`config.mk`:
```
export PLATFORM = sky130hd
export DESIGN_NAME = c2d_front
export DESIGN_NICKNAME = d
export VERILOG_FILES = /design/src/rtl/core/c2d_pkg.sv /design/src/rtl/core/c2d_front.sv
export SDC_FILE = /design/constraint.sdc
export NUM_CORES = 1
export LEC_CHECK = 0
export BUFFER_PORTS_ARGS = -buffer_cell sky130_fd_sc_hd__buf_4
export CORE_MARGIN = 2
export CORE_UTILIZATION = 54
export DETAILED_ROUTE_END_ITERATION = 16
export GPL_TIMING_DRIVEN = 0
export MAX_ROUTING_LAYER = met4
export PLACE_DENSITY = 0.85
export SETUP_SLACK_MARGIN = 0.05
export SLEW_MARGIN = 20
export SYNTH_ARGS = -nofsm -noshare
export SYNTH_HDL_FRONTEND = slang
export SYNTH_SLANG_ARGS = --single-unit
```
`constraint.sdc`:
```
create_clock -name vclk -period 5.6
set_input_delay 0.84 -clock vclk [all_inputs]
set_output_delay 0.84 -clock vclk [all_outputs]
set_load 0.02 [all_outputs]
```
`src/rtl/core/c2d_pkg.sv`:
```
`timescale 1ns / 1ps
package c2d_pkg;

	typedef enum logic [2:0] {
		MODE_FILL   = 3'd0,
		MODE_OUTL   = 3'd1,
		MODE_HLINE  = 3'd2,
		MODE_VLINE  = 3'd3,
		MODE_CIRC   = 3'd4,
		MODE_FCIRC  = 3'd5,
		MODE_DIFF   = 3'd6,
		MODE_READ   = 3'd7
	} mode_t;

	typedef enum logic [1:0] {
		JOB_NONE = 2'd0,
		JOB_RECT = 2'd1,
		JOB_DIFF = 2'd2,
		JOB_READ = 2'd3
	} job_t;

	localparam int unsigned REG_WIDTH  = 0;
	localparam int unsigned REG_HEIGHT = 1;

	localparam logic [15:0] BLANK_PIXEL = 16'hffff;

	// one classified command, the back part walks the box x0..x1, y0..y1
	typedef struct packed {
		job_t        job;
		logic        ok;
		logic        circ;
		logic        filled;
		logic        outline;
		logic [8:0]  x0;
		logic [8:0]  x1;
		logic [8:0]  y0;
		logic [8:0]  y1;
		logic [8:0]  cx;
		logic [8:0]  cy;
		logic [12:0] rad;
		logic [15:0] color;
	} cmd_t;

endpackage

```
`src/rtl/core/c2d_front.sv`:
```
`timescale 1ns / 1ps
module c2d_front
	import c2d_pkg::*;
#(
	parameter int unsigned MAX_RADIUS = 511
) (
	input  logic        push,
	output logic        full,
	input  logic [2:0]  mode,
	input  logic [15:0] col,
	input  logic [15:0] row,
	input  logic [15:0] size_w,
	input  logic [15:0] size_h,
	input  logic [15:0] color,
	input  logic [8:0]  act_w,
	input  logic [8:0]  act_h,
	output logic        q_push,
	input  logic        q_full,
	output cmd_t        q_cmd
);

	logic        in_frame;
	logic [16:0] xe;
	logic [16:0] ye;
	logic [16:0] le;
	logic [8:0]  xl;
	logic [8:0]  yl;
	logic [8:0]  ylv;
	cmd_t        c;

	assign full   = q_full;
	assign q_push = push && !q_full;
	assign q_cmd  = c;

	assign in_frame = (col < {7'd0, act_w}) && (row < {7'd0, act_h});
	assign xe = {1'b0, col} + {1'b0, size_w};
	assign ye = {1'b0, row} + {1'b0, size_h};
	assign le = {1'b0, row} + {1'b0, size_w};
	assign xl = (xe > {8'd0, act_w}) ? act_w - 9'd1 : xe[8:0] - 9'd1;
	assign yl = (ye > {8'd0, act_h}) ? act_h - 9'd1 : ye[8:0] - 9'd1;
	assign ylv = (le > {8'd0, act_h}) ? act_h - 9'd1 : le[8:0] - 9'd1;

	always_comb begin
		c = '0;
		c.color = color;
		c.x0 = col[8:0];
		c.y0 = row[8:0];
		c.x1 = col[8:0];
		c.y1 = row[8:0];
		c.cx = col[8:0];
		c.cy = row[8:0];
		c.rad = size_w[12:0];
		unique case (mode_t'(mode))
			MODE_FILL, MODE_OUTL: begin
				c.ok = in_frame && (size_w != 16'd0) && (size_h != 16'd0);
				c.job = c.ok ? JOB_RECT : JOB_NONE;
				c.outline = (mode_t'(mode) == MODE_OUTL);
				c.x1 = xl;
				c.y1 = yl;
			end
			MODE_HLINE: begin
				c.ok = in_frame && (size_w != 16'd0);
				c.job = c.ok ? JOB_RECT : JOB_NONE;
				c.x1 = (xe > {8'd0, act_w}) ? act_w - 9'd1 : xe[8:0] - 9'd1;
			end
			MODE_VLINE: begin
				c.ok = in_frame && (size_w != 16'd0);
				c.job = c.ok ? JOB_RECT : JOB_NONE;
				c.y1 = ylv;
			end
			MODE_CIRC, MODE_FCIRC: begin
				c.ok = (col <= {7'd0, act_w}) && (row <= {7'd0, act_h})
					&& (size_w <= 16'(MAX_RADIUS));
				c.job = (c.ok && act_w != 9'd0 && act_h != 9'd0
					&& size_w != 16'd0) ? JOB_RECT : JOB_NONE;
				c.circ = 1'b1;
				c.filled = (mode_t'(mode) == MODE_FCIRC);
				c.x0 = '0;
				c.y0 = '0;
				c.x1 = act_w - 9'd1;
				c.y1 = act_h - 9'd1;
			end
			MODE_DIFF: begin
				c.ok = 1'b1;
				c.job = (act_w != 9'd0 && act_h != 9'd0) ? JOB_DIFF : JOB_NONE;
				c.x0 = '0;
				c.y0 = '0;
				c.x1 = act_w - 9'd1;
				c.y1 = act_h - 9'd1;
			end
			MODE_READ: begin
				c.ok = in_frame;
				c.job = in_frame ? JOB_READ : JOB_NONE;
			end
			default: c.job = JOB_NONE;
		endcase
	end

endmodule

```
* Word-level counts from Yosys, hierarchy flattened *
Index checks and enable logic that the tools add are counted.

word-level totals
  bits in registers = 0
  input port bits = 103
  output and inout bits = 91
  logic and storage cells = 59

cells by class
  add/sub/neg operators = 8
  $lt $le $gt $ge = 8
  equality and inequality tests = 7
  multiplexer cells = 15
  reductions and logical operators = 21

operator list
  cell                 count
  $add 16x16->17       3
  $gt 17x9->1          3
  $mux 9               5
  $sub 9x1->9 const B  5
  $le 16x9->1          2
  $lt 16x9->1          2
  $reduce_bool 16->1   2
  $pmux 9 s3           1
  $pmux 9 s2           1
  $reduce_bool 9->1    2
  $le 16x9->1 const B  1
  $pmux 3 s5           1
  $eq 3x3->1 const B   4
  $logic_and 1x1->1    10
  $eq 3x2->1 const B   2
  $mux 2               3
  $reduce_or 2->1      3
  $reduce_or 3->1      2
  $mux 1               4
  $eq 3x1->1 const B   1
  $logic_not 3->1      1
  $logic_not 1->1      1

* Logic depth before layout (Yosys ltp) *
Gate-level depths: netlist (run 1).

  word-level depth = 8
  mapped depth = 19
  mapped depth without buffers = 18

* Worst setup path after synthesis (run 1) *
OpenSTA, ideal clock, no wires.

  path kind = input to output
  start = input port row[0]
  end = output port q_cmd[55] (netlist name)
  data arrival time = 4480 ps
  data required time = 4760 ps
  slack = 280 ps
  stages on the path = 17
  path buffers = 1
  path through = ha_1 > inv_1 > fa_1 > nor2b_1 > nor2_1 > o21ai_1 > xnor2_1 > ha_1 > nand4_1 > o22ai_1 > a2111oi_0 > o21bai_1 > a2111oi_2 > nand4_1 > buf_2 > nor3b_1 > o32ai_1

RTL lines
  element             RTL line         RTL
  start: declaration  c2d_front.sv:11  input logic [15:0] row,
  end: declaration    c2d_front.sv:19  output cmd_t q_cmd

==> flow_metrics.py, run 1 <==
metrics = {
    "sta": {
        "setup_slack_ns": 0.0763,
        "final.period_utilization": 0.986,
        "relSlewSlack": 0.447,
        "setup_viol": 0,
        "fmax_ghz": 0.181,
        "maxSlewViolCount": 0,
        "tightest_slew_ns": 0.822,
        "hold_viol_final": 0,
        "whs_ns": 1.88,
        "fin_crit_ns": 5.52,
        "grt_setup_unrepaired": "true",
    },
    "power": {
        "p_clk_frac": 0,
        "p_int_uw": 434,
        "totalPowerFinal_uw": 969,
        "p_switching_uw": 535,
        "peakVddDrop_mv": 0.0681,
        "p_sw_frac": 0.552,
        "power.share.sequential": 0,
        "p_comb_frac": 1.000,
        "leakagePower_uw": 0.00363,
        "powerDensity_nw_per_um2": 126,
    },
    "placed_design": {
        "dp_hpwl_mm": 15.4,
        "io_buffers": 177,
        "gp_congestion": 1.00,
        "dpl.cell_count": 1107,
        "pre_cts_ws_ns": -0.520,
        "placed_area_um2": 7140,
    },
    "logic_synthesis": {
        "synth_top_area_frac": 0.222,
        "yosysWarnings": 0,
        "synth_nets": 1000,
        "syn_avg_cell_area_um2": 7.11,
        "synth_cell_types": 73,
        "syn-cell-area_um2": 5640,
        "netlist_instances": 794,
        "synth_top_area_cell": "ha_1",
        "yosys-top-cells-area": "ha_1 22%, buf_4 6.4%, xnor2_1 6.4%, a21oi_1 4.9%, mux2i_1 4.1%",
        "ys_seq_area_frac": 0,
    },
    "final_layout": {
        "syn_to_final_growth_pct": 36.6,
        "nNetsFinal": 1203,
        "n_sequential_cell": 0,
        "nClkBuffers": 0,
        "drive_above_1_share": 0.332,
        "regArea_um2": 0,
        "diodes": 0,
        "postLayoutCellArea_um2": 7710,
        "final_common_cell": "buf_4",
        "final_cell_mix": "244 x buf_4, 93 x ha_1, 54 x nor2_1, 52 x nand2_1, 50 x inv_1",
        "instances_no_fill": 1131,
    },
    "floorplanning": {
        "die-area_um2": 11300,
        "die_h_um": 106,
        "ioPinCount": 194,
        "die_x_um": 106,
        "num_rows": 37,
        "core_um2": 10200,
        "start_util": 0.552,
    },
    "global_routing": {
        "grt_pass1_vias": 6072,
        "antenna_found_initial": 0,
        "grt_overflow": 0,
        "grt_max_degree": 11,
        "grtUsageTotal": 0.328,
        "grt_pass1_wl_mm": 29.8,
    },
    "drt": {
        "drc": 0,
        "avgRoutedWirePerCell_um": 18.1,
        "drtAntennaViolNets": 0,
        "viasPerCell": 6.16,
        "first_iter_violations": 600,
        "first_pass_iters": 5,
        "num_vias": 6965,
        "totalWireLength_mm": 20.4,
    },
    "job": {
        "drv_cap": 0,
    },
    "clock_network": {
        "ctsHoldBuffers": 0,
    },
    "worst_hold_path": {
        "holdCritStartpoint": "color[0]",
        "holdCritPathClass": "in2out",
    },
    "critical_path": {
        "crit_path_end_kind": "output port",
        "critical_path.startpoint_type": "input pin",
        "worstSetupPathType": "in2out",
        "crit_arrival_ns": 4.68,
        "crit_start": "size_w[0]",
        "required_ns": 4.76,
        "crit_path_max_fanout": 8,
    },
    "run_status": {
        "status": "complete, no violations",
    },
}
[worst max-delay path, stage by stage]
cell      delay [ns]
buf_8           0.10
ha_4            0.15
inv_2           0.04
fa_2            0.37
nand2b_4        0.17
a21oi_4         0.20
o31ai_4         0.11
a211oi_2        0.28
nor2_2          0.12
ha_4            0.28
a21oi_4         0.17
nor3b_4         0.22
o211ai_1        0.11
a2111o_1        0.44
nor4_4          0.26
buf_6           0.17
buf_12          0.13
mux2i_1         0.21
mux2_4          0.18
buf_6           0.11
[per-layer routing]
metal | vias to the layer above | track usage | share of wire
li1 | 3292 | - | -
met1 | 3169 | 0.434 | 0.39
met2 | 427 | 0.537 | 0.47
met3 | 77 | 0.0509 | 0.10
met4 | 0 | 0.0573 | 0.035
met5 | - | - | 0
[cells in the mapped netlist (all sizes together), types with 4 or more instances]
master,count
a31oi,7
a211oi,10
mux2i,23
nand4,10
nand2b,12
a21oi,56
o31ai,6
xnor2,41
o211ai,6
nor4,18
ha,100
o32ai,5
nor2b,24
and3,8
nor2,57
o2111ai,4
xor2,18
inv,52
a21o,19
and2,4
o221ai,5
o21bai,5
nand3,20
nor3,30
nand2,53
nor3b,9
or3,5
o31a,4
o21a,8
mux2,6
buf,54
clkbuf,17
o2bb2ai,5
o21ai,49
[path summary, 6_finish.rpt]
path               endpoint  cells after the start  slack, ns
hold / removal     q_cmd[0]                      2       1.88
setup / recovery  q_cmd[71]                     20       0.08
[logic make-up (layout without fill, tap and decap cells)]
logic type                 count (synthesis)  count (layout)  share of synthesized area
AOI/OAI and AO/OA                        218             218                      0.263
xor gates and xnor gates                  59              59                     0.0916
adders and majority gates                103             103                      0.232
buffers and inverters                    123             324                      0.117
muxes                                     29              29                     0.0541
and+or+nand+nor                          262             262                      0.241
[power groups by stage]
stage	Sequential (µW)	Combinational, µW	Clock, µW
2_1_floorplan	0	566	0
3_3_place_gp	0	811	0
3_5_place_dp	0	820	0
4_1_cts	0	868	0
5_1_grt	0	1040	0
6_report	0	969	0
[area by class of cell]
cell class	instances	area [µm²]
Fill cell	800	2520
Multi-Input combinational cell	671	5330
Inverter	52	199
Buffer	71	473
Timing Repair Buffer	201	1540
Tap cell	136	170
[timing repair]
| action | 4_1_cts | 5_1_grt |
|---|---|---|
| gates resized for setup | 31 | 40 |
| gates cloned | 0 | 0 |
| setup endpoints to repair | 18 | 18 |
| setup buffers | 10 | 14 |
| pin swaps | 10 | 38 |
[per-stage QoR]
stage,TNS [ns],util
after floorplan,0,-
after global placement,-3.51,0.698
after detailed placement,-3.94,0.698
after CTS,0,0.722
after global routing,-0.0847,0.753
final,0,0.753
Power figures use the tool's default switching activity.
==> run 2, diff against run 1 <==
--- a/config.mk
+++ b/config.mk
@@ -5,13 +5,14 @@
 export SDC_FILE = /design/constraint.sdc
 export NUM_CORES = 1
 export LEC_CHECK = 0
+export ABC_AREA = 1
 export BUFFER_PORTS_ARGS = -buffer_cell sky130_fd_sc_hd__buf_4
 export CORE_MARGIN = 2
-export CORE_UTILIZATION = 54
+export CORE_UTILIZATION = 56
 export DETAILED_ROUTE_END_ITERATION = 16
 export GPL_TIMING_DRIVEN = 0
 export MAX_ROUTING_LAYER = met4
-export PLACE_DENSITY = 0.85
+export PLACE_DENSITY = 0.86
 export SETUP_SLACK_MARGIN = 0.05
 export SLEW_MARGIN = 20
 export SYNTH_ARGS = -nofsm -noshare
==> flow_metrics.py, run 2 <==
metrics = {
    "global_routing": {
        "grt_pass1_wl_mm": 34.5,
        "grt_overflow": 0,
        "grtUsageMet2": 0.589,
        "use_met1": 0.419,
        "grtUsageTotal": 0.341,
        "grt_busiest_layer": "met2",
        "grt_pass1_vias": 7489,
        "gr-usage-met3": 0.0152,
        "grt_max_degree": 11,
        "antenna_found_initial": 0,
    },
    "logic_synthesis": {
        "syn-cell-area_um2": 6480,
        "ys_top_cells_by_count": "332 x nand2_1, 200 x inv_1, 125 x nand3_1",
        "yosysMostFrequentCell": "nand2_1",
        "synth_nets": 1381,
        "synth_top_area_cell": "ha_1",
        "ys_seq_area_frac": 0,
        "synth_cell_types": 42,
        "synth_top_area_frac": 0.193,
        "yosysWarnings": 0,
        "yosys-top-cells-area": "ha_1 19%, nand2_1 19%, inv_1 12%, nand3_1 9.7%, nor2_1 6.3%",
        "netlist_instances": 1175,
        "syn_avg_cell_area_um2": 5.51,
    },
    "clock_network": {
        "ctsHoldBuffers": 0,
        "post_cts_buffers": 0,
        "cts_resized": 0,
    },
    "floorplanning": {
        "die_h_um": 112,
        "core_um2": 11400,
        "die_x_um": 112,
        "num_rows": 39,
        "die-area_um2": 12400,
        "ioPinCount": 194,
        "start_util": 0.570,
    },
    "critical_path": {
        "required_ns": 4.76,
        "crit_path_max_fanout": 10,
        "cpMaxStageDelayCell": "fa_1",
        "crit_arrival_ns": 4.14,
        "crit_path_end_kind": "output port",
        "worstSetupPathType": "in2out",
        "cp_common_cell": "nand2_1",
        "path_cells": "buf_4 -> ha_1 -> inv_1 -> fa_1 -> nand3b_1 -> nand2_2 -> nand2_1 -> nand2_2 -> xor2_1 -> ha_1 -> nand2_1 -> inv_1 -> nand2_1 -> nand2_1 -> nand2_1 -> nand2_1 -> nand2_1 -> nand2_4 -> nor2_8 -> nand2_4 -> nand2_1 -> nand3_1 -> nand2_1 -> buf_4",
        "slowest_delay_ns": 0.42,
        "critical_path.startpoint_type": "input pin",
    },
    "power": {
        "leakagePower_uw": 0.00477,
        "p_switching_uw": 573,
        "p_int_uw": 355,
        "p_sw_frac": 0.617,
        "p_clk_frac": 0,
        "powerDensity_nw_per_um2": 116,
        "peakVddDrop_mv": 0.0672,
        "power.share.sequential": 0,
        "p_comb_frac": 1.000,
    },
    "worst_hold_path": {
        "holdCritPathClass": "in2out",
        "whs_path_depth": 2,
    },
    "placed_design": {
        "dpl.cell_count": 1495,
        "placed_area_um2": 7990,
        "gp_congestion": 1.08,
        "dp_hpwl_mm": 18.9,
        "io_buffers": 177,
    },
    "sta": {
        "maxSlewViolCount": 0,
        "fmax_ghz": 0.201,
        "tightest_slew_ns": 0.694,
        "whs_ns": 1.88,
        "grt_setup_unrepaired": "false",
        "hold_viol_final": 0,
        "fin_crit_ns": 4.98,
        "final.period_utilization": 0.890,
        "relSlewSlack": 0.538,
        "setup_viol": 0,
        "fin_setup_tns_ns": 0,
    },
    "drt": {
        "totalWireLength_mm": 21.9,
        "drtAntennaViolNets": 0,
        "avgRoutedWirePerCell_um": 14.6,
        "drc": 0,
        "first_iter_violations": 712,
        "viasPerCell": 5.45,
        "first_pass_iters": 6,
        "num_vias": 8150,
    },
    "final_layout": {
        "nNetsFinal": 1560,
        "instances_no_fill": 1495,
        "final_common_cell": "nand2_1",
        "syn_to_final_growth_pct": 23.3,
        "nClkBuffers": 0,
        "n_sequential_cell": 0,
        "postLayoutCellArea_um2": 7990,
        "diodes": 0,
        "drive_above_1_share": 0.209,
        "regArea_um2": 0,
        "final_cell_mix": "332 x nand2_1, 225 x buf_4, 200 x inv_1, 125 x nand3_1, 108 x nor2_1",
    },
    "job": {
        "drv_cap": 0,
    },
    "run_status": {
        "status": "complete, no violations",
    },
}
-- run 2: worst max-delay path: cells and delay by family --
| kind | cells | cell delay (ns) |
|---|---|---|
| xor gates and xnor gates | 1 | 0.33 |
| adders and majority gates | 3 | 1.00 |
| buffers and inverters | 4 | 0.39 |
| and+or+nand+nor | 16 | 1.59 |
-- run 2: cell type report --
class              count  area, µm²
fillers             1129       3380
inverters            208        781
repair buffers       177       1330
plain buffers         53        379
well taps            143        179
multi-input cells    914       5320
-- run 2: logic make-up (layout without fill, tap and decap cells) --
family	count (synthesis)	in the layout	synth area share
fa+ha+maj	103	103	0.202
xor+xnor	37	37	0.0500
simple gates	674	674	0.477
buf+inv	261	438	0.179
compound gates	100	100	0.0918
-- run 2: path summary, 6_finish.rpt --
kind	from	endpoint	slack, ns
max	size_w[0]	q_cmd[66]	0.62
min	color[8]	q_cmd[8]	1.88
-- run 2: through the flow --
stage | setup slack, ns | util | power [µW]
floorplan | 1.37 | - | 633
global placement | 0.693 | 0.702 | 899
detailed placement | 0.704 | 0.702 | 912
CTS | 0.691 | 0.702 | 916
global route | 0.405 | 0.702 | 1030
finish | 0.615 | 0.702 | 928
-- run 2: layer usage --
layer | part of all wire | vias up
li1 | - | 4115
met1 | 0.42 | 3561
met2 | 0.47 | 388
met3 | 0.073 | 86
met4 | 0.045 | 0
met5 | 0 | -
-- run 2: power by group through the flow --
stage          clock network (µW)  logic (µW)  registers [µW]
3_5_place_dp                    0         912               0
5_1_grt                         0        1030               0
3_3_place_gp                    0         899               0
6_report                        0         928               0
4_1_cts                         0         916               0
2_1_floorplan                   0         633               0
