File: config.mk
export PLATFORM = sky130hd
export DESIGN_NAME = c2d_fifo
export DESIGN_NICKNAME = d
export VERILOG_FILES = /design/src/rtl/core/c2d_pkg.sv /design/src/rtl/core/c2d_fifo.sv
export SDC_FILE = /design/constraint.sdc
export NUM_CORES = 1
export LEC_CHECK = 0
export ABC_AREA = 1
export BUFFER_PORTS_ARGS = -buffer_cell sky130_fd_sc_hd__buf_2
export CAP_MARGIN = 0
export CORE_MARGIN = 3
export CORE_UTILIZATION = 35
export DETAILED_ROUTE_END_ITERATION = 16
export GPL_TIMING_DRIVEN = 0
export PLACE_DENSITY = 0.6
export SLEW_MARGIN = 30
export SYNTH_ARGS = -nofsm -noshare
export SYNTH_HDL_FRONTEND = slang
export SYNTH_SLANG_ARGS = --single-unit
File: constraint.sdc
create_clock -name clk -period 4.5 [get_ports clk]
set_input_delay 0.9 -clock clk [delete_from_list [all_inputs] [get_ports clk]]
set_output_delay 0.9 -clock clk [all_outputs]
set_load 0.1 [all_outputs]
File: src/rtl/core/c2d_pkg.sv
`timescale 1ns / 1ps
package c2d_pkg;

	typedef enum logic [2:0] {
		MODE_FILL   = 3'd0,
		MODE_OUTL   = 3'd1,
		MODE_HLINE  = 3'd2,
		MODE_VLINE  = 3'd3,
		MODE_CIRC   = 3'd4,
		MODE_FCIRC  = 3'd5,
		MODE_DIFF   = 3'd6,
		MODE_READ   = 3'd7
	} mode_t;

	typedef enum logic [1:0] {
		JOB_NONE = 2'd0,
		JOB_RECT = 2'd1,
		JOB_DIFF = 2'd2,
		JOB_READ = 2'd3
	} job_t;

	localparam int unsigned REG_WIDTH  = 0;
	localparam int unsigned REG_HEIGHT = 1;

	localparam logic [15:0] BLANK_PIXEL = 16'hffff;

	// one classified command, the back part walks the box x0..x1, y0..y1
	typedef struct packed {
		job_t        job;
		logic        ok;
		logic        circ;
		logic        filled;
		logic        outline;
		logic [8:0]  x0;
		logic [8:0]  x1;
		logic [8:0]  y0;
		logic [8:0]  y1;
		logic [8:0]  cx;
		logic [8:0]  cy;
		logic [12:0] rad;
		logic [15:0] color;
	} cmd_t;

endpackage

File: src/rtl/core/c2d_fifo.sv
`timescale 1ns / 1ps
module c2d_fifo
	import c2d_pkg::*;
(
	input  logic clk,
	input  logic arst_n,
	input  logic wr,
	input  cmd_t wdata,
	output logic full,
	input  logic rd,
	output cmd_t rdata,
	output logic empty
);

	cmd_t       mem_q [2];
	logic [1:0] cnt_q;
	logic       wp_q;
	logic       rp_q;

	assign full  = (cnt_q == 2'd2);
	assign empty = (cnt_q == 2'd0);
	assign rdata = mem_q[rp_q];

	always_ff @(posedge clk) begin
		if (wr) begin
			mem_q[wp_q] <= wdata;
		end
	end

	always_ff @(posedge clk or negedge arst_n) begin
		if (!arst_n) begin
			cnt_q <= '0;
			wp_q  <= 1'b0;
			rp_q  <= 1'b0;
		end else begin
			if (wr) begin
				wp_q <= ~wp_q;
			end
			if (rd) begin
				rp_q <= ~rp_q;
			end
			cnt_q <= cnt_q + {1'b0, wr} - {1'b0, rd};
		end
	end

endmodule

## After elaboration in Yosys (flattened, before gate mapping)

Memories as Yosys holds them, arrays and structs flattened.
Index checks and enable logic that the tools add are counted.

- Bits in writable memories: 178
- Input port bits: 93
- Bits in registers: 4
- Memories: 1
- Output and inout port bits: 91

Memories:

| name | depth | width | rd ports | clocked after Yosys merged registers in | write ports | RTL line | text |
|---|---|---|---|---|---|---|---|
| mem_q | 2 | 89 | 1 | 0 | 1 | c2d_fifo.sv:15 | `cmd_t mem_q [2];` |

- Equality and inequality tests: 1
- Muxes and demuxes: 2
- Bitwise logic cells: 2
- Add/subtract/negate cells: 2
- Reduce and logical (&&, ||, !) cells: 1

Operators by type and width:

| operator | count |
|---|---|
| 2-bit by 1-bit adder with 2-bit output | 1 |
| 2-bit == test, second input constant | 1 |
| 2-bit logical NOT | 1 |
| 1-bit 2-to-1 mux | 2 |
| 1-bit NOT | 2 |
| 2-bit by 1-bit subtractor with 2-bit output | 1 |

## Logic depth before layout (Yosys ltp)

Gate-level depths: netlist of the first run.

- Word-level depth: 2
- Gate-level depth with buffers: 7
- Depth with buffers taken out: 7

## Worst setup path before layout of the first run

OpenSTA, ideal clock, no wires.

- Path kind: input-to-reg
- Start point: input port wr
- End point: memory mem_q[0][0] (netlist bit), enable pin
- Library setup time: 540 ps
- Setup slack: -707 ps
- Stages on the path: 2
- Data required time: 3960 ps
- Data arrival time: 4667 ps
- Cell sequence: inv_1 > nor2_1

- Word-level cells in the longest chain between the ends: 2

Ends and longest elaborated chain:

| element | RTL line | text |
|---|---|---|
| start, declared | c2d_fifo.sv:7 | `input logic wr,` |
| 1-bit 2-to-1 mux | c2d_fifo.sv:25 | `if (wr) begin` |
| 1-bit 2-to-1 mux (not written as such) | c2d_fifo.sv:26 | `mem_q[wp_q] <= wdata;` |
| end, declared | c2d_fifo.sv:15 |  |

No other way between the ends.

==> metrics.md, run 1 <==
| Metric | Value |
|---|---|
| Layout cells sized above 1 | `approximately 36%` |
| Cell count after synthesis | `490` |
| Seq/Total Area, Yosys | `around four fifths` |
| IO Count | `about 180` |
| Area delta synth->final | `28.5%` |
| Largest net degree at the start of global routing | `62` |
| Bufs and invs on worst path | `3` |
| Clk_lat worst skew | `approximately 420 ps` |
| RR Startpoint | `wp_q$_DFFE_PN0P_` |
| Primary flip-flop cell chosen by synthesis mapping | `edfxtp_1` |
| DRC Markers | `0` |
| Inserted Diodes | `0` |
| RSZ-0062 raised after global routing | `false` |
| Cell taking the most area after synthesis | `edfxtp_1` |
| Clock Sinks | `182` |
| Via-to-Cell Ratio | `approximately 4.4` |
| Final hold vios | `0` |
| Final nets | `roughly 800` |
| Dpl cell area | `a little over 8000 µm²` |
| Initial DRC count | `130` |
| Fmax | `around 0.35 GHz` |
| Most instantiated library cell after synthesis | `edfxtp_1` |
| Tightest Hold Check Type | `input port to asynchronous set/reset pin` |
| Initial antenna violation count | `1` |
| Core Rows | `50` |
| CP Data Required Time | `3600 ps` |
| Area fraction of the dominant cell type after synthesis | `~77%` |
| # resized after CTS | `0` |
| Final period util | `between 60 and 70%` |
| TNS Setup | `0 ps` |
| Worst-Margin Slew | `~660 ps` |
| Die X | `about 150 µm` |
| Root Driver | `clkbuf_16` |
| DIE AREA | `around 21000 µm²` |
| Cts hold-fix bufs | `0` |
| Worst Slack Setup Final | `between 1500 and 2000 ps` |
| First-pass GRT wire length | `about 23000 µm` |
| Tmin final | `between 2000 and 3000 ps` |
| GRT overflow | `0` |
| Relative slew slack | `between 50% and 60%` |
| Slowest-stage cell, CP | `buf_2` |
| CP Launch Type | `register` |
| Worst Setup SP | `rp_q$_DFFE_PN0P_` |
| Number of global-route vias before repair | `about 4.3k` |
| Syn avg cell area | `~14 µm²` |
| Synth unique cells | `15` |
| R2R depth | `3` |
| Critical Path AT | `around 1900 ps` |
| # setup viols final | `0` |
| Crit. End Element | `primary output` |
| Critical R2R Capture | `mem_q[0][44]$_DFFE_PP_` |
| Synth top cells by count | `178 x edfxtp_1, 96 x inv_1, 95 x nand2_1` |
| Core area | `around 19000 µm²` |
| Gpl congestion | `0.728` |
| Outcome | `complete, no violations` |
| Clock Skews | `5.96 ps` |
| Ys Warns | `0` |
| CTS Buffer Depth | `2` |
| Routed Antenna Nets | `0` |
| Synth Cell Area | `roughly 6900 µm²` |
| HPWL Detailed | `between 10000 and 15000 µm` |
| Largest stage delay, worst path | `480 ps` |
| Yosys reg bits | `182` |
| Internal reg-to-reg setup slack | `between 2000 and 3000 ps` |
| # fillers | `between 1.5k and 2k` |
| Crit Path Max Fanout | `10` |
| Crit-path cells | `buf_6 -> clkbuf_1 -> o21ai_0 -> buf_2` |
| PortBufs | `around 180` |
| Critical path class | `register to primary output` |
| CTS Buf Count | `17` |
| Die Height | `roughly 150 µm` |
| EDFF count, synth | `between 150 and 200` |
| CTS clock-pin slew for the worst setup and hold paths | `60 ps` |
| CP endpoint | `rdata[28]` |
| Max Cap Violations | `0` |
| Max Slew Vio Count | `0` |
| Post-Place Worst Slack | `around 2100 ps` |
| Overall global routing resource usage | `13.5%` |
| Crit path max-delay family | `buffers and inverters` |
| Vias post-DR | `about 4.2k` |
| Crit path depth | `4` |
| Drt first pass iters | `4` |
| H-tree levels | `4` |
| Design Area, Final | `between 8000 and 9000 µm²` |
| Total wire length | `between 10000 and 15000 µm` |
| Async S/R FF share, synth | `~2.2%` |
| Net Count, Synth | `~600` |
| Initial Util | `36.3%` |
| # Post-CTS Setup Buffers | `0` |
| Final core occ | `between 40 and 50%` |
| Synth area leaders | `edfxtp_1 77%, inv_1 5.2%, nand2_1 5.2%` |
| Routed len/inst | `roughly 15 µm` |
| TritonCTS clock tree | `done` |
==> cell usage in the layout (no fill, tap or decap) <==
master	instances
nor2_1	2
nand3_1	1
nand2_1	95
clkinvlp_4	2
xor2_1	2
o21ai_0	68
bufinv_16	3
inv_6	4
buf_4	1
clkinv_2	2
clkinv_1	1
ha_1	2
nor2_4	1
buf_6	12
dfrtp_1	4
clkinv_4	1
buf_2	183
clkbuf_1	6
inv_1	95
clkbuf_16	17
o21ai_2	20
buf_8	1
edfxtp_1	178
o21ai_1	1
buf_16	5
==> cells by family after synthesis <==
kind of cell | Yosys count | share of synthesized area [%]
and+or+nand+nor | 99 | 5.39
AOI/OAI and AO/OA | 89 | 7.52
DFF | 182 | 78.7
xor gates and xnor gates | 2 | 0.253
buffers and inverters | 116 | 7.81
adders and majority gates | 2 | 0.361
==> layout make-up <==
cell class | count | area [µm²] | share of cell area (%)
flip-flops and latches | 182 | 5450 | 61.2
repair buffers | 188 | 1050 | 11.8
multi-input cells | 192 | 943 | 10.6
clock buffers | 17 | 425 | 4.78
inverters | 96 | 365 | 4.11
well taps | 260 | 325 | 3.66
plain buffers | 20 | 180 | 2.03
clock inverters | 12 | 154 | 1.73
==> how the worst min path moves through the flow <==
stage,endpoint,slack [ps],depth (start not counted)
finish,cnt_q[0]$_DFF_PN0_,270,1
global route,cnt_q[0]$_DFF_PN0_,250,1
CTS,cnt_q[0]$_DFF_PN0_,260,1
floorplan,wp_q$_DFFE_PN0P_,480,1
global placement,wp_q$_DFFE_PN0P_,490,1
detailed placement,wp_q$_DFFE_PN0P_,550,1
==> routing by layer <==
metal | vias up | global-route usage (%) | wire (µm)
li1 | 2065 | - | -
met1 | 2025 | 16.3 | 6100
met2 | 118 | 23.1 | 7210
met3 | 19 | 4.44 | 927
met4 | 2 | 4.37 | 223
met5 | - | 0 | 13
==> through the flow <==
step / hold WS (ps) / cells
3_5_place_dp: 547 / 938
6_report: 274 / 967
3_3_place_gp: 493 / 933
5_1_grt: 252 / 967
2_1_floorplan: 481 / 490
4_1_cts: 258 / 967
==> flip-flops by register name, summed over array words and instances (netlist names) <==
register / cells
wp_q: 1
rp_q: 1
cnt_q: 2
mem_q: 178
Power of run 1 is left out: the tool's default activity adds up to more than one toggle a clock period on the data nets, which glitch-free logic cannot reach.
==> run 2, diff against run 1 <==
--- a/config.mk
+++ b/config.mk
@@ -5,14 +5,14 @@
 export SDC_FILE = /design/constraint.sdc
 export NUM_CORES = 1
 export LEC_CHECK = 0
-export ABC_AREA = 1
+export ABC_AREA = 0
 export BUFFER_PORTS_ARGS = -buffer_cell sky130_fd_sc_hd__buf_2
 export CAP_MARGIN = 0
 export CORE_MARGIN = 3
 export CORE_UTILIZATION = 35
 export DETAILED_ROUTE_END_ITERATION = 16
 export GPL_TIMING_DRIVEN = 0
-export PLACE_DENSITY = 0.6
+export PLACE_DENSITY = 0.58
 export SLEW_MARGIN = 30
 export SYNTH_ARGS = -nofsm -noshare
 export SYNTH_HDL_FRONTEND = slang
==> constraint.sdc (replaced) <==
create_clock -name clk -period 2.67 [get_ports clk]
set_input_delay 0.534 -clock clk [delete_from_list [all_inputs] [get_ports clk]]
set_output_delay 0.534 -clock clk [all_outputs]
set_load 0.1 [all_outputs]
==> metrics.md, run 2 <==
| Metric | Value |
|---|---|
| Layout cells sized above 1 | `62.2% (was 35.6%)` |
| # setup viols final | `0 (unchanged)` |
| Min-Delay Path Depth | `1` |
| Async S/R FF share, synth | `2.20% (unchanged)` |
| Crit Path Max Fanout | `10 (unchanged)` |
| Final period util | `between 80 and 90%` |
| Largest register FFs | `178 (unchanged)` |
| Top reg by flops | `mem_q (unchanged)` |
| Primary flip-flop cell chosen by synthesis mapping | `edfxtp_1 (unchanged)` |
| Met2 WL | `6440 µm (was 7210 µm)` |
| Crit. End Element | `primary output (unchanged)` |
| Outcome | `complete, no violations (unchanged)` |
| CTS Buf Count | `17 (unchanged)` |
| Synth unique cells | `12 (was 15)` |
| Synth Cell Area | `6680 µm² (was 6920 µm²)` |
| Inserted Diodes | `0 (unchanged)` |
| Clk_lat worst skew | `420 ps (about the same)` |
| Tmin final | `2350 ps` |
| Clock Skews | `8.16 ps (was 5.96 ps)` |
| RSZ-0062 raised after global routing | `false (unchanged)` |
| Initial antenna violation count | `2 (was 1)` |
| Vias post-DR | `3386 (was 4229)` |
| Post-Place Worst Slack | `737 ps (was 2090 ps)` |
| Via-to-Cell Ratio | `4.56 (was 4.37)` |
| Gpl congestion | `0.712 (was 0.728)` |
| Fmax | `between 0.4 and 0.5 GHz` |
| Area delta synth->final | `29.2% (was 28.5%)` |
| Initial DRC count | `124 (was 130)` |
| Slowest-stage cell, CP | `buf_2 (unchanged)` |
| Drt first pass iters | `4 (unchanged)` |
| Initial Util | `36.4% (was 36.3%)` |
| Synth area leaders | `edfxtp_1 80%, mux2_2 15%, clkbuf_8 1.9% (was edfxtp_1 77%, inv_1 5.2%, nand2_1 5.2%)` |
| WL met1 | `5030 µm (was 6100 µm)` |
| Crit-path cells | `buf_6 -> clkbuf_8 -> mux2_2 -> buf_2 (was buf_6 -> clkbuf_1 -> o21ai_0 -> buf_2)` |
| Largest net degree at the start of global routing | `41 (was 62)` |
| Seq/Total Area, Yosys | `81.5% (was 78.7%)` |
| IO Count | `184 (unchanged)` |
| Bufs and invs on worst path | `3 (unchanged)` |
| CP Launch Type | `register (unchanged)` |
| Total wire length | `12600 µm (was 14500 µm)` |
| Max Cap Violations | `0 (unchanged)` |
| PortBufs | `183 (unchanged)` |
| Met3 WL | `930 µm (was 927 µm)` |
| Ys Warns | `0 (unchanged)` |
| WHS Endpoint | `mem_q[0][32]$_DFFE_PP_` |
| R2R depth | `3 (unchanged)` |
| Cell count after synthesis | `292 (was 490)` |
| Syn avg cell area | `22.9 µm² (was 14.1 µm²)` |
| EDFF count, synth | `178 (unchanged)` |
| Area fraction of the dominant cell type after synthesis | `80.0% (was 77.2%)` |
| RR Startpoint | `wp_q$_DFFE_PN0P_ (unchanged)` |
| CTS clock-pin slew for the worst setup and hold paths | `70 ps (was 60 ps)` |
| Final hold vios | `0 (unchanged)` |
| Critical path class | `register to primary output (unchanged)` |
| Worst Slack Setup Final | `321 ps (was 1680 ps)` |
| Critical Path AT | `1810 ps (was 1920 ps)` |
| CTS Buffer Depth | `2 (unchanged)` |
| Commonest non-fill, non-tap cells in the layout | `183 x buf_2, 178 x edfxtp_1, 89 x mux2_2 (was 183 x buf_2, 178 x edfxtp_1, 95 x inv_1, 95 x nand2_1, 68 x o21ai_0)` |
| Core area | `18300 µm² (was 19100 µm²)` |
| Most common cell after layout, fill and taps aside | `buf_2 (unchanged)` |
| Core Rows | `49 (was 50)` |
| Most instantiated library cell after synthesis | `edfxtp_1 (unchanged)` |
| DRC Markers | `0 (unchanged)` |
| Tightest Hold Check Type | `input port to register (was input port to asynchronous set/reset pin)` |
| Max Slew Vio Count | `0 (unchanged)` |
| GRT overflow | `0 (unchanged)` |
| DIE AREA | `20800 µm² (was 21500 µm²)` |
| HPWL Detailed | `8800 µm (was 10000 µm)` |
| Routed len/inst | `17.0 µm (was 15.0 µm)` |
| Clock Sinks | `182 (unchanged)` |
| Cell taking the most area after synthesis | `edfxtp_1 (unchanged)` |
| Internal reg-to-reg setup slack | `1040 ps (was 2760 ps)` |
| Number of global-route vias before repair | `3769 (was 4345)` |
| Relative slew slack | `64.4% (was 55.7%)` |
| Final nets | `596 (was 792)` |
| First-pass GRT wire length | `19200 µm (was 22600 µm)` |
| Crit path max-delay family | `buffers and inverters (unchanged)` |
| Net Count, Synth | `387 (was 585)` |
| Die Height | `144 µm (was 147 µm)` |
| Worst Setup SP | `rp_q$_DFFE_PN0P_ (unchanged)` |
| Die X | `144 µm (was 147 µm)` |
| Largest stage delay, worst path | `440 ps (was 480 ps)` |
| Overall global routing resource usage | `12.1% (was 13.5%)` |
| CP Data Required Time | `2140 ps (was 3600 ps)` |
| Synth top cells by count | `178 x edfxtp_1, 89 x mux2_2, 9 x clkbuf_8 (was 178 x edfxtp_1, 96 x inv_1, 95 x nand2_1)` |
| Biggest regs | `mem_q: 178 flops, cnt_q: 2 flops (unchanged)` |
| Critical R2R Capture | `mem_q[0][35]$_DFFE_PP_ (was mem_q[0][44]$_DFFE_PP_)` |
| H-tree levels | `4 (unchanged)` |
| Crit path depth | `4 (unchanged)` |
| Root Driver | `clkbuf_16 (unchanged)` |
| Yosys reg bits | `182 (unchanged)` |
| Worst-Margin Slew | `533 ps (was 663 ps)` |
| Routed Antenna Nets | `0 (unchanged)` |
| Top Layer Used | `met5 (unchanged)` |
| TritonCTS clock tree | `done (unchanged)` |
| Worst Min Path Start | `wdata[32]` |
## run 2: cell count changes after synthesis, moves of 9 or more
cell,delta
nand2_1,-95
inv_1,-94
mux2_2,+89
o21ai_0,-68
o21ai_2,-20
buf_6,-11
clkbuf_8,+9
## run 2: cell type report
| cell class | count | area, µm² |
|---|---|---|
| buffer | 10 | 135 |
| clock buffer | 18 | 429 |
| clock inverter | 13 | 146 |
| fill | 1585 | 9700 |
| inverter | 2 | 7.51 |
| multi-input combinational | 98 | 1100 |
| sequential | 182 | 5450 |
| tap | 229 | 287 |
| timing repair buffer | 190 | 1080 |
## run 2: cell families after synthesis
group / share of synthesized area [%]
and+or+nand+nor: 0.337
adders and majority gates: 0.375
muxes: 15.0
buffers and inverters: 2.14
xor gates and xnor gates: 0.618
DFF: 81.5
## run 2: worst max-delay path by stage
stage                             to  slack, ps
6_report                   rdata[79]        320
5_1_grt                    rdata[79]        250
4_1_cts                    rdata[79]        270
3_3_place_gp   mem_q[0][0]$_DFFE_PP_       -510
3_5_place_dp               rdata[79]        740
2_1_floorplan  mem_q[0][0]$_DFFE_PP_        360
## run 2: worst reg2reg max path, cell delays in order, from the launching register on
cell and delay (ps):
dfrtp_1 430, nor2b_4 470, buf_16 240, buf_16 190
## run 2: metal layers
layer	vias up	global-route usage, %
li1	1579	-
met1	1666	13.9
met3	18	4.27
met5	-	0
met4	4	4.76
met2	119	20.8
## run 2: what timing repair did
item / 4_1_cts / 5_1_grt
setup buffers: 0 / 0
hold endpoints to repair: 4 / 0
gates resized for setup: 0 / 0
hold buffers: 1 / 0
## run 2: stage by stage
step                      instances  utilization (%)  hold slack (ps)  cell area [µm²]  setup TNS (ps)
final                           742             47.1              301             8630               0
after CTS                       742             47.1              278             8630               0
after floorplan                 292                -              238             6690               0
after detailed placement        710             43.9              348             8040               0
after global routing            742             47.1              284             8630               0
after global placement          704             43.0              340             7890          -58280
Power of run 2 is left out for the same reason.
==> run 3, diff against run 2 <==
--- a/config.mk
+++ b/config.mk
@@ -8,11 +8,13 @@
 export ABC_AREA = 0
 export BUFFER_PORTS_ARGS = -buffer_cell sky130_fd_sc_hd__buf_2
 export CAP_MARGIN = 0
+export CELL_PAD_IN_SITES_DETAIL_PLACEMENT = 1
+export CELL_PAD_IN_SITES_GLOBAL_PLACEMENT = 1
 export CORE_MARGIN = 3
 export CORE_UTILIZATION = 35
 export DETAILED_ROUTE_END_ITERATION = 16
 export GPL_TIMING_DRIVEN = 0
-export PLACE_DENSITY = 0.58
+export PLACE_DENSITY = 0.66
 export SLEW_MARGIN = 30
 export SYNTH_ARGS = -nofsm -noshare
 export SYNTH_HDL_FRONTEND = slang
==> metrics.md, run 3 (same netlist as run 2, synthesis figures left out) <==
| Metric | Value |
|---|---|
| Routed len/inst | `18.0 µm (was 17.0 µm)` |
| Outcome | `complete, no violations (unchanged)` |
| TritonCTS clock tree | `done (unchanged)` |
| Footprint of the multi-input gates | `1100 µm² (unchanged)` |
| # setup viols final | `0 (unchanged)` |
| Die Height | `144 µm (unchanged)` |
| Critical R2R Capture | `mem_q[0][56]$_DFFE_PP_ (was mem_q[0][35]$_DFFE_PP_)` |
| Layout cells sized above 1 | `62.1% (was 62.2%)` |
| Max Slew Vio Count | `0 (unchanged)` |
| Routed Antenna Nets | `0 (unchanged)` |
| # fillers | `1754 (was 1585)` |
| Biggest regs | `mem_q: 178 flops, cnt_q: 2 flops (unchanged)` |
| DIE AREA | `20800 µm² (unchanged)` |
| Min-Delay Path Depth | `1 (unchanged)` |
| Largest net degree at the start of global routing | `46 (was 41)` |
| Gpl congestion | `0.682 (was 0.712)` |
| Final period util | `87.9% (was 88.0%)` |
| Tmin final | `2350 ps (about the same)` |
| Clock Skews | `7.61 ps (was 8.16 ps)` |
| WHS | `301 ps (about the same)` |
| CTS clock-pin slew for the worst setup and hold paths | `70 ps (about the same)` |
| Area delta synth->final | `30.2% (was 29.2%)` |
| Initial Util | `36.4% (unchanged)` |
| Inserted Diodes | `0 (unchanged)` |
| Worst-Margin Slew | `513 ps (was 533 ps)` |
| First-pass GRT wire length | `20200 µm (was 19200 µm)` |
| Register area | `5450 µm² (unchanged)` |
| H-tree levels | `4 (unchanged)` |
| Drt first pass iters | `4 (unchanged)` |
| RR Startpoint | `wp_q$_DFFE_PN0P_ (unchanged)` |
| Tightest Hold Check Type | `input port to register (unchanged)` |
| Largest register FFs | `178 (unchanged)` |
| Number of global-route vias before repair | `3788 (was 3769)` |
| Relative slew slack | `66.1% (was 64.4%)` |
| Critical path class | `register to primary output (unchanged)` |
| Via-to-Cell Ratio | `4.59 (was 4.56)` |
| CTS Buf Count | `17 (unchanged)` |
| Largest stage delay, worst path | `350 ps (was 440 ps)` |
| Worst Min Path Start | `wdata[3] (was wdata[32])` |
| CTS Buffer Depth | `2 (unchanged)` |
| IO Count | `184 (unchanged)` |
| DRC Markers | `0 (unchanged)` |
| Commonest non-fill, non-tap cells in the layout | `183 x buf_2, 178 x edfxtp_1, 89 x mux2_2 (unchanged)` |
| Fmax | `0.426 GHz (about the same)` |
| Die X | `144 µm (unchanged)` |
| Core area | `18300 µm² (unchanged)` |
| Slowest-stage cell, CP | `mux2_2 (was buf_2)` |
| CP Data Required Time | `2140 ps (about the same)` |
| Clock Sinks | `182 (unchanged)` |
| HPWL Detailed | `9360 µm (was 8800 µm)` |
| Crit. End Element | `primary output (unchanged)` |
| GRT overflow | `0 (unchanged)` |
| CP Launch Type | `register (unchanged)` |
| Total wire length | `13400 µm (was 12600 µm)` |
| RSZ-0062 raised after global routing | `false (unchanged)` |
| Final nets | `597 (was 596)` |
| Initial DRC count | `108 (was 124)` |
| Worst Setup SP | `rp_q$_DFFE_PN0P_ (unchanged)` |
| Overall global routing resource usage | `12.9% (was 12.1%)` |
| Vias post-DR | `3416 (was 3386)` |
| WHS Endpoint | `mem_q[1][3]$_DFFE_PP_ (was mem_q[0][32]$_DFFE_PP_)` |
| Crit-path cells | `buf_6 -> clkbuf_8 -> mux2_2 -> buf_2 (unchanged)` |
| Top reg by flops | `mem_q (unchanged)` |
| PortBufs | `183 (unchanged)` |
| R2R depth | `4 (was 3)` |
| Most common cell after layout, fill and taps aside | `buf_2 (unchanged)` |
| Critical Path AT | `1810 ps (about the same)` |
| # Post-CTS Setup Buffers | `0 (unchanged)` |
| Clk_lat worst skew | `420 ps (about the same)` |
| Crit Path Max Fanout | `10 (unchanged)` |
| Max Cap Violations | `0 (unchanged)` |
| Internal reg-to-reg setup slack | `960 ps (was 1040 ps)` |
| Root Driver | `clkbuf_16 (unchanged)` |
| Core Rows | `49 (unchanged)` |
| Final hold vios | `0 (unchanged)` |
| Initial antenna violation count | `1 (was 2)` |
run 3: cell types whose count changed in the layout (fill, tap and decap cells not counted), sizes merged:
| cell | change |
|---|---|
| clkbuf | +1 |
| buf | +1 |
| clkinv | -1 |
| bufinv | +1 |
run 3: layout make-up:
type / count / share of cell area [%]
Sequential cell: 182 / 62.6
Timing Repair Buffer: 191 / 12.9
Multi-Input combinational cell: 98 / 12.7
Clock buffer: 19 / 4.98
Tap cell: 229 / 3.30
Clock inverter: 13 / 1.93
Buffer: 10 / 1.55
Inverter: 2 / 0.0863
run 3: per-stage QoR:
step | setup TNS [ps] | setup WS [ps] | cell area (µm²) | utilization [%] | std cells
floorplan | 0 | 361 | 6690 | - | 292
global placement | -70190 | -587 | 7890 | 43.0 | 704
detailed placement | 0 | 657 | 8080 | 44.1 | 711
CTS | 0 | 274 | 8690 | 47.4 | 744
global route | 0 | 248 | 8690 | 47.4 | 744
finish | 0 | 322 | 8690 | 47.4 | 744
run 3: worst max path at each step:
stage,endpoint,slack (ps),cells after the start
final,rdata[74],320,4
after global placement,mem_q[0][28]$_DFFE_PP_,-590,2
after CTS,rdata[74],270,4
after global routing,rdata[70],250,4
after floorplan,mem_q[0][0]$_DFFE_PP_,360,1
after detailed placement,mem_q[0][54]$_DFFE_PP_,660,5
run 3: per-layer routing:
| metal | share of wire [%] | up-vias | track usage (%) | routed length (µm) |
|---|---|---|---|---|
| met5 | 0.097 | - | 0 | 13 |
| met4 | 1.3 | 2 | 4.42 | 171 |
| met3 | 6.3 | 15 | 4.73 | 851 |
| met2 | 52 | 108 | 22.5 | 7000 |
| met1 | 40 | 1708 | 14.6 | 5380 |
| li1 | - | 1583 | - | - |
run 3: critical path: cells and delay by family (launching register included):
kind / cells / cell delay (ps)
buf+inv: 3 / 700
mux: 1 / 350
flops: 1 / 340
run 3: what timing repair did:
action,4_1_cts,5_1_grt
hold endpoints to repair,4,0
resized for setup,0,0
hold buffers,1,0
Power of run 3 is left out for the same reason.
